[src/sv/cdq_pkg.sv]
// Shared constants, codes and link types for the circular deque.
package cdq_pkg;

  // Storage geometry: one cell per element the deque can hold.
  localparam int DEPTH      = 128;
  localparam int DATA_W     = 32;
  localparam int OP_W       = 3;
  localparam int ERR_W      = 2;
  localparam int NUM_CELLS  = DEPTH - 1;

  // Rear select tree: cells are grouped, each group reduced in the first stage.
  localparam int SEL_GROUP  = 16;
  localparam int NUM_GROUPS = (NUM_CELLS + SEL_GROUP - 1) / SEL_GROUP;
  localparam int PAD_CELLS  = NUM_GROUPS * SEL_GROUP;

  // Request operation codes.
  typedef enum logic [OP_W-1:0] {
    OP_ADD_REAR    = 3'd0,
    OP_ADD_FRONT   = 3'd1,
    OP_REMOVE_FRONT = 3'd2,
    OP_REMOVE_REAR = 3'd3,
    OP_PEEK_FRONT  = 3'd4,
    OP_PEEK_REAR   = 3'd5
  } op_t;

  // Result error codes.
  typedef enum logic [ERR_W-1:0] {
    ERR_NONE  = 2'd0,
    ERR_FULL  = 2'd1,
    ERR_EMPTY = 2'd2
  } err_t;

  // Command broadcast to every cell of the chain.
  typedef enum logic [2:0] {
    CMD_HOLD,
    CMD_PUSH_FRONT,
    CMD_POP_FRONT,
    CMD_PUSH_REAR,
    CMD_POP_REAR
  } cell_cmd_t;

  // Contents of one cell as seen by its neighbors.
  typedef struct packed {
    logic              valid;
    logic [DATA_W-1:0] data;
  } slot_t;

  // Control bundle from the sequencer to the cells.
  typedef struct packed {
    cell_cmd_t         cmd;
    logic [DATA_W-1:0] data;
  } cell_ctl_t;

endpackage

[src/sv/cdq_cell.sv]
// One storage cell of the deque chain; shifts with its neighbors on command.
module cdq_cell (
  input  logic               clk,
  input  logic               rst_n,
  input  cdq_pkg::cell_ctl_t ctl,
  input  cdq_pkg::slot_t     left_i,
  input  cdq_pkg::slot_t     right_i,
  output cdq_pkg::slot_t     slot_o,
  output logic               tail_o
);

  logic                       valid_r;
  logic                       valid_nxt;
  logic [cdq_pkg::DATA_W-1:0] data_r;
  logic [cdq_pkg::DATA_W-1:0] data_nxt;

  // This cell holds the last element when its right neighbor is empty.
  assign tail_o = valid_r & ~right_i.valid;

  // Next contents depend on the command, the two neighbors and the cell's own contents.
  always_comb begin
    valid_nxt = valid_r;
    data_nxt  = data_r;
    case (ctl.cmd)
      cdq_pkg::CMD_PUSH_FRONT: begin
        valid_nxt = left_i.valid;
        data_nxt  = left_i.data;
      end
      cdq_pkg::CMD_POP_FRONT: begin
        valid_nxt = right_i.valid;
        data_nxt  = right_i.data;
      end
      cdq_pkg::CMD_PUSH_REAR: begin
        if (!valid_r && left_i.valid) begin
          valid_nxt = 1'b1;
          data_nxt  = ctl.data;
        end
      end
      cdq_pkg::CMD_POP_REAR: begin
        if (tail_o) begin
          valid_nxt = 1'b0;
        end
      end
      default: begin
      end
    endcase
  end

  // Occupancy flag is control state and is cleared by reset.
  always_ff @(posedge clk) begin
    if (!rst_n) begin
      valid_r <= 1'b0;
    end else begin
      valid_r <= valid_nxt;
    end
  end

  // Element word.
  always_ff @(posedge clk) begin
    data_r <= data_nxt;
  end

  assign slot_o.valid = valid_r;
  assign slot_o.data  = data_r;

endmodule

[config.mk]
export PLATFORM = sky130hd
export DESIGN_NAME = cdq_cell
export DESIGN_NICKNAME = d
export VERILOG_FILES = /design/src/sv/cdq_pkg.sv /design/src/sv/cdq_cell.sv
export SDC_FILE = /design/constraint.sdc
export NUM_CORES = 1
export LEC_CHECK = 0
export BUFFER_PORTS_ARGS = -buffer_cell sky130_fd_sc_hd__buf_4
export CELL_PAD_IN_SITES_DETAIL_PLACEMENT = 0
export CELL_PAD_IN_SITES_GLOBAL_PLACEMENT = 1
export CORE_UTILIZATION = 25
export CTS_CLUSTER_SIZE = 28
export DETAILED_ROUTE_END_ITERATION = 16
export PLACE_DENSITY = 0.86
export SLEW_MARGIN = 5
export SYNTH_ARGS = -nofsm -noshare
export SYNTH_HDL_FRONTEND = slang
export SYNTH_SLANG_ARGS = --single-unit
[constraint.sdc]
create_clock -name clk -period 2.83 [get_ports clk]
set_input_delay 0.566 -clock clk [delete_from_list [all_inputs] [get_ports clk]]
set_output_delay 0.566 -clock clk [all_outputs]
set_load 0.01 [all_outputs]
## Yosys cells after proc, flatten, opt, wreduce, memory -nomap -nowiden

Cells that the tools add are included.

- Add/subtract/negate cells: 0
- Multiply operators: 0
- Div/mod/pow operators: 0
- $lt $le $gt $ge: 0
- Equal/unequal tests: 6
- Shift-type cells: 0
- Multiplexer cells: 5
- Bitwise gates (word level): 2
- Reduce and logical (&&, ||, !) cells: 6

Operator list:

| kind | number |
|---|---|
| $pmux 32 s3 | 1 |
| $mux 32 | 1 |
| $eq 3x2->1 const B | 2 |
| $ne 2x2->1 const B | 2 |
| $pmux 1 s4 | 1 |
| $reduce_bool 4->1 | 1 |
| $eq 3x1->1 const B | 1 |
| $eq 3x3->1 const B | 1 |
| $reduce_and 3->1 | 1 |
| $reduce_bool 3->1 | 1 |
| $mux 1 | 2 |
| $reduce_and 2->1 | 1 |
| $and 1x1->1 | 1 |
| $logic_and 1x1->1 | 1 |
| $logic_not 1->1 | 1 |
| $not 1->1 | 1 |

- Register bits after elaboration: 33
- Bits in latches: 0
- Bits in writable memories: 0
- Bits in read-only memories: 0
- Input bits: 103
- Logic and storage cells: 21
- Memories: 0

## Longest topological paths before layout

Gate-level depths: netlist of the first run.

- Depth in word-level cells: 4
- Mapped depth: 5
- Gate-level depth less buffers: 3

## Worst setup path after synthesis of the first run

OpenSTA, ideal clock, no wires.

- Path type: input to register
- Start point: in ctl[32] in the netlist's numbering
- End point: reg data_r[0] in the netlist's numbering (enable)
- Library setup time: 441 ps
- Arrival: 2538 ps
- Path slack: -149 ps
- Cell stages on the path: 3
- Path buffers: 2
- Cells stage by stage: buf_4 buf_4 a31oi_1

- Longest elaborated chain between the ends: 3
- Elaborated cells on any way between the ends: 6
- Classes of those cells: eq/ne (4); reduce/logical (2)

RTL lines:

| element | RTL line | source |
|---|---|---|
| start: declaration | cdq_cell.sv:5 | `input cdq_pkg::cell_ctl_t ctl,` |
| $eq 3x2->1 or $eq 3x1->1 (tied branches) | cdq_cell.sv:24 | `case (ctl.cmd)` |
| $ne 2x2->1 (no line) or $reduce_bool 3->1 (tied branches) | n/a |  |
| $reduce_and 2->1 (no line) (*) | n/a |  |
| end signal: assignment | cdq_cell.sv:60 | `data_r <= data_nxt;` |
| end: declaration | cdq_cell.sv:14 | `logic [cdq_pkg::DATA_W-1:0] data_r;` |

Mark *: on every way between the ends. The rest lies on a longest branch, timed or not.
A chain may end at the register's enable or synchronous reset.

## Worst setup path after layout of the first run

- Start point: in ctl[32] in the netlist's numbering
- End point: reg data_r[22] in the netlist's numbering (enable)

The elaborated chain is that of the path after synthesis.

==> metrics.csv, run 1 <==
metric;value;unit
status;finished clean;
syn_nets;255;
dr.pass1.iters;4;
fillers;650;
relSlewSlack;60.9;%
p_leak;1.39;nW
cts.sinks;33;
crit_required;2.80;ns
p_per_area;441;nW/um^2
synthArstFlopShare;0;%
core_area;6530;um^2
path_class;in2reg;
antenna_found_initial;0;
rsz0062_at_grt;false;
drc_errors;0;
grt_first_pass_wirelength;7180;um
overflow;0;
cts.root.buffer_cell;clkbuf_8;
muxShareOfSynthArea;18.5;%
path_clk_slew;0.06;ns
die-area;7270;um^2
cts_tree;yes;
wl_per_cell;12.8;um
pin_count;137;
grt_use_total;12.8;%
drtAntennaViolNets;0;
ctsResizeCount;0;
setup_viol;0;
syn-instance-count;152;
initial_core_util;26.6;%
cts_hold_buf;0;
cp-end-kind;flip-flop;
cp_max_fo;36;
grt_pass1_vias;1598;
synth-edff-count;32;
viasPerCell;4.49;
clock_path_buffers;2;
insertion_delay;0.28;ns
critPathLaunchType;primary input;
synth-compound-area-share;10.8;%
synthAdderAreaFrac;0;%
syn-cell-area;1730;um^2
finClkSkew;0.00312;ns
vias;1636;
synthDistinctLibCells;16;
dp.cells;356;
period_needed;1.79;ns
peakVddDrop;0.000183;V
port_buffers;136;
dpl.hpwl;3710;um
maxSlewViolCount;0;
critPathMaxStageDelay;0.47;ns
die_y;85.3;um
stdcell_count;364;
die_x;85.3;um
finalCritPeriodShare;63.4;%
seq_area_frac_synth;56.6;%
tightest_slew;0.586;ns
fmax;0.558;GHz
min_path_type;in2reg;
avgSynthCellArea;11.4;um^2
synth_xor_area_share;0;%
gp_congestion;0.694;
synth_top_family_by_area;multiplexers;
final_core_utilization;44.7;%
ys_warn_count;0;
hold_viol;0;
area_growth;68.5;%
cts.htree.levels;2;
synth-simple-area-share;9.74;%
fin_setup_tns;0;ns
cts_buffers;5;
cpMaxStageDelayCell;buf_4;
drt_iter0_drc;55;
final_common_cell;buf_4;
grt_max_degree;37;
totalWireLength;4670;um
post_cts_buffers;0;
crit_chain;buf_4 -> o21bai_1 -> a31oi_4 -> buf_4;
synthFlopType;edfxtp_1;
rows;29;
layout.nets;389;
diodes;0;
ys_ff_latch;33;
final_layout_size_suffix_gt1_share;51.2;%
arrival;1.76;ns
mostFrequentLayoutCells;buf_4 (139), o21ai_0 (33), mux2i_1 (32), nand2_1 (32), edfxtp_1 (32);
cpMostUsedCell;buf_4;
drv_cap;0;
## cell usage after synthesis (2+ instances only)
library cell   n  area [um^2]
buf_2          4         20.0
buf_4          5         37.5
clkbuf_1       2         7.51
edfxtp_1      32          961
mux2i_1       32          320
nand2_1       32          120
nand2b_1       3         18.8
nand3b_1       2         15.0
o21ai_0       33          165
## report_power, final
group | internal, mW | switching, mW | total, mW | leakage [nW]
sequential | 0.579 | 0.00944 | 0.588 | 0.315
combinational | 0.166 | 0.112 | 0.278 | 1.03
clock | 0.260 | 0.162 | 0.421 | 0.0528
total | 1.00 | 0.283 | 1.29 | 1.39
## worst max-delay path, delay by kind of cell
kind / cells / cell delay, ns
buffers and inverters: 2 / 0.74
AO/OA/AOI/OAI: 2 / 0.43
## registers in the layout (all words and copies together), names as in the netlist
register and cells:
data_r 32, valid_r 1
## final timing paths
kind / from / endpoint / slack (ns) / cells past startpoint
hold reg to reg: valid_r / valid_r / 0.73 / 3
hold / removal: left_i[7] / data_r[7] / 0.56 / 3
setup / recovery: ctl[32] / data_r[22] / 1.04 / 4
setup reg to reg: valid_r / data_r[22] / 1.51 / 3
## kinds of logic (layout without fill, tap and decap cells)
family / count (synthesis) / after routing
simple gates: 39 / 39
compound gates: 36 / 36
flops: 33 / 33
buf+inv: 12 / 147
mux: 32 / 32
## stage by stage
stage / total power [mW] / setup WS (ns) / hold slack [ns] / cell area (um^2)
3_5_place_dp: 0.883 / 0.710 / 0.724 / 2820
4_1_cts: 1.31 / 1.03 / 0.553 / 2920
5_1_grt: 1.36 / 0.935 / 0.553 / 2920
3_3_place_gp: 0.875 / 0.790 / 0.696 / 2820
6_report: 1.29 / 1.04 / 0.564 / 2920
2_1_floorplan: 0.709 / 0.559 / 0.642 / 1740
## layer usage
| layer | part of all wire (%) | up-vias | GRT usage [%] |
|---|---|---|---|
| li1 | - | 821 | - |
| met1 | 37 | 716 | 14.1 |
| met2 | 49 | 93 | 22.2 |
| met3 | 13 | 6 | 5.74 |
| met4 | 1.3 | 0 | 4.09 |
| met5 | 0 | - | 0 |
## final cells by class
cell class | count | area, um^2 | share of cell area [%]
Multi-Input combinational cell | 107 | 694 | 23.8
Sequential cell | 33 | 981 | 33.6
Clock inverter | 2 | 33.8 | 1.16
Tap cell | 77 | 96.3 | 3.30
Clock buffer | 6 | 72.6 | 2.48
Timing Repair Buffer | 139 | 1040 | 35.7
Note: power is estimated with default switching activity, not from simulation.
==> run 2, diff against run 1 <==
--- a/config.mk
+++ b/config.mk
@@ -5,13 +5,14 @@
 export SDC_FILE = /design/constraint.sdc
 export NUM_CORES = 1
 export LEC_CHECK = 0
+export ABC_AREA = 1
 export BUFFER_PORTS_ARGS = -buffer_cell sky130_fd_sc_hd__buf_4
 export CELL_PAD_IN_SITES_DETAIL_PLACEMENT = 0
 export CELL_PAD_IN_SITES_GLOBAL_PLACEMENT = 1
 export CORE_UTILIZATION = 25
 export CTS_CLUSTER_SIZE = 28
 export DETAILED_ROUTE_END_ITERATION = 16
-export PLACE_DENSITY = 0.86
+export PLACE_DENSITY = 0.85
 export SLEW_MARGIN = 5
 export SYNTH_ARGS = -nofsm -noshare
 export SYNTH_HDL_FRONTEND = slang
==> constraint.sdc (replaced) <==
create_clock -name clk -period 1.75 [get_ports clk]
set_input_delay 0.35 -clock clk [delete_from_list [all_inputs] [get_ports clk]]
set_output_delay 0.35 -clock clk [all_outputs]
set_load 0.01 [all_outputs]
==> metrics.csv, run 2 <==
metric;value;unit;change
finalCritPeriodShare;75.5;%;
cts.root.buffer_cell;clkbuf_8;;unchanged
cts_tree;yes;;unchanged
period_needed;1.32;ns;
ff2ff_path_depth;6;;was 3
area_growth;67.6;%;was 68.5%
synth.most_common_cell;nand2_1;;was o21ai_0
vias;1847;;was 1,636
setup_viol;0;;unchanged
min_from;rst_n;;was left_i[7]
drc_errors;0;;unchanged
tightest_slew;0.764;ns;was 0.586 ns
dr.pass1.iters;4;;unchanged
final_common_cell;buf_4;;unchanged
hold_viol;0;;unchanged
ys_ff_latch;33;;unchanged
min_path_type;in2reg;;unchanged
arrival;0.97;ns;was 1.76 ns
reg_top3;data_r (32), valid_r (1);;unchanged
fmax;0.757;GHz;
regToRegEndpoint;data_r[4];;was data_r[22]
yosysTopAreaCell;edfxtp_1;;unchanged
dp.cells;423;;was 356
cp-end-kind;output port;;was flip-flop
relSlewSlack;49.0;%;was 60.9%
crit_buf_inv;2;;unchanged
seq_area_frac_synth;54.9;%;was 56.6%
crit_required;1.40;ns;was 2.80 ns
largest_reg_flops;32;;unchanged
hold_depth;3;;unchanged
core_area;6830;um^2;was 6530 um^2
grt_max_degree;33;;was 37
peakVddDrop;0.000306;V;was 0.000183 V
avgSynthCellArea;9.16;um^2;was 11.4 um^2
status;finished clean;;unchanged
syn-instance-count;195;;was 152
antenna_found_initial;0;;unchanged
insertion_delay;0.28;ns;about the same
regMostFlops;data_r;;unchanged
die-area;7490;um^2;was 7270 um^2
final_layout_size_suffix_gt1_share;49.6;%;was 51.2%
path_class;reg2out;;was in2reg
die_x;86.5;um;was 85.3 um
cp_max_fo;3;;was 36
post_cts_buffers;0;;unchanged
port_buffers;136;;unchanged
totalWireLength;5290;um;was 4670 um
drt_iter0_drc;34;;was 55
clock_path_buffers;2;;unchanged
gp_congestion;0.737;;was 0.694
rrSetupSlack;0.48;ns;was 1.51 ns
fin_setup_tns;0;ns;unchanged
cpMaxStageDelayCell;dfxtp_1;;was buf_4
ys_warn_count;0;;unchanged
fillers;694;;was 650
drv_cap;0;;unchanged
grt_use_total;14.0;%;was 12.8%
cts_hold_buf;0;;unchanged
layout.nets;437;;was 389
synth_top_area_share;53.8;%;was 55.4%
finClkSkew;0.00286;ns;was 0.00312 ns
p_leak;1.45;nW;was 1.39 nW
diodes;0;;unchanged
die_y;86.5;um;was 85.3 um
placed_area;2890;um^2;was 2820 um^2
drtAntennaViolNets;0;;unchanged
rows;30;;was 29
grt_pass1_vias;1760;;was 1,598
viasPerCell;4.29;;was 4.49
design_area;2990;um^2;was 2920 um^2
pin_count;137;;unchanged
wl_per_cell;12.3;um;was 12.8 um
initial_core_util;26.2;%;was 26.6%
maxSlewViolCount;0;;unchanged
synth_common_cells;nand2_1 (102), edfxtp_1 (32), nand3_1 (19);;was o21ai_0 (33), edfxtp_1 (32), mux2i_1 (32), nand2_1 (32), buf_4 (5)
p_per_area;707;nW/um^2;was 441 nW/um^2
ctsResizeCount;0;;unchanged
synthArstFlopShare;0;%;unchanged
reg2reg_from;valid_r;;unchanged
path_clk_slew;0.07;ns;was 0.06 ns
rsz0062_at_grt;false;;unchanged
synth.top_cells.by_area;edfxtp_1 (54%), nand2_1 (21%), nand3_2 (7.3%), nand3_1 (5.3%), buf_6 (3.8%);;was edfxtp_1 (55%), mux2i_1 (18%), o21ai_0 (9.5%), nand2_1 (6.9%), buf_4 (2.2%)
critPathMaxStageDelay;0.34;ns;was 0.47 ns
stdcell_count;431;;was 364
overflow;0;;unchanged
synthFlopType;edfxtp_1;;unchanged
whs_endpoint;valid_r;;was data_r[7]
dpl.hpwl;4090;um;was 3710 um
crit_family;flip-flops;;was buffers and inverters
synth-edff-count;32;;unchanged
synthDistinctLibCells;16;;unchanged
grt_first_pass_wirelength;7910;um;was 7180 um
syn-cell-area;1790;um^2;was 1730 um^2
cts.htree.levels;2;;unchanged
mostFrequentLayoutCells;buf_4 (141), nand2_1 (102), edfxtp_1 (32), nand3_1 (19), nand3_2 (13);;was buf_4 (139), o21ai_0 (33), mux2i_1 (32), nand2_1 (32), edfxtp_1 (32)
cts.sinks;33;;unchanged
syn_nets;298;;was 255
critPathLaunchType;flip-flop;;was primary input
crit_chain;inv_1 -> nor2_1 -> buf_4;;was buf_4 -> o21bai_1 -> a31oi_4 -> buf_4
cts_buffers;5;;unchanged
run 2: changes by cell type after synthesis, moves of 4 or more:
cell | before | now
nor2_1 | 0 | 5
nand3_1 | 0 | 19
nand3_2 | 0 | 13
buf_6 | 1 | 6
o21ai_0 | 33 | 0
inv_1 | 0 | 4
mux2i_1 | 32 | 0
nand2_1 | 32 | 102
buf_2 | 4 | 0
run 2: per-layer routing:
layer  up-vias  wire length [um]  part of all wire (%)  track usage [%]
met5         -                 0                     0                0
met4         0                85                   1.6             5.76
met3         7               416                   7.9             3.71
met2        90              2610                    49             24.9
met1       833              2180                    41             15.8
li1        917                 -                     -                -
run 2: cell type report:
class / instances / area, um^2 / share of cell area [%]
clock buffers: 6 / 72.6 / 2.42
clock inverters: 2 / 33.8 / 1.13
inverters: 5 / 18.8 / 0.627
multi-input cells: 147 / 689 / 23.0
flip-flops and latches: 33 / 981 / 32.8
well taps: 96 / 120 / 4.01
repair buffers: 142 / 1080 / 36.0
run 2: logic make-up after synthesis:
family / share of synthesized area, %
simple gates: 37.3
flops: 54.9
buf+inv: 6.51
compound gates: 1.26
run 2: stage by stage:
stage          utilization [%]  total power, mW  worst slack (ns)  hold slack (ns)
5_1_grt                   43.8             2.22             0.377            0.312
3_5_place_dp              42.3             1.44             0.127            0.582
2_1_floorplan                -             1.15             0.138            0.473
4_1_cts                   43.8             2.15             0.408            0.294
6_report                  43.8             2.12             0.429            0.304
3_3_place_gp              42.3             1.44             0.234            0.571
run 2: power breakdown:
| part | total (mW) | leakage, nW | internal, mW | switching, mW |
|---|---|---|---|---|
| sequential | 0.954 | 0.314 | 0.939 | 0.0148 |
| combinational | 0.465 | 1.09 | 0.267 | 0.197 |
| clock | 0.698 | 0.0528 | 0.420 | 0.277 |
| total | 2.12 | 1.45 | 1.63 | 0.489 |
run 2: worst max-delay path by stage:
stage	startpoint	endpoint	slack, ns	cells past startpoint
floorplan	ctl[33]	data_r[0]	0.14	5
global placement	ctl[33]	data_r[27]	0.23	5
detailed placement	ctl[33]	data_r[9]	0.13	5
CTS	valid_r	tail_o	0.41	3
global route	ctl[33]	data_r[9]	0.38	5
finish	valid_r	tail_o	0.43	3
run 2: worst min-delay path: stages:
cell     delay (ns)
buf_4          0.11
nand2_1        0.05
a21oi_1        0.03
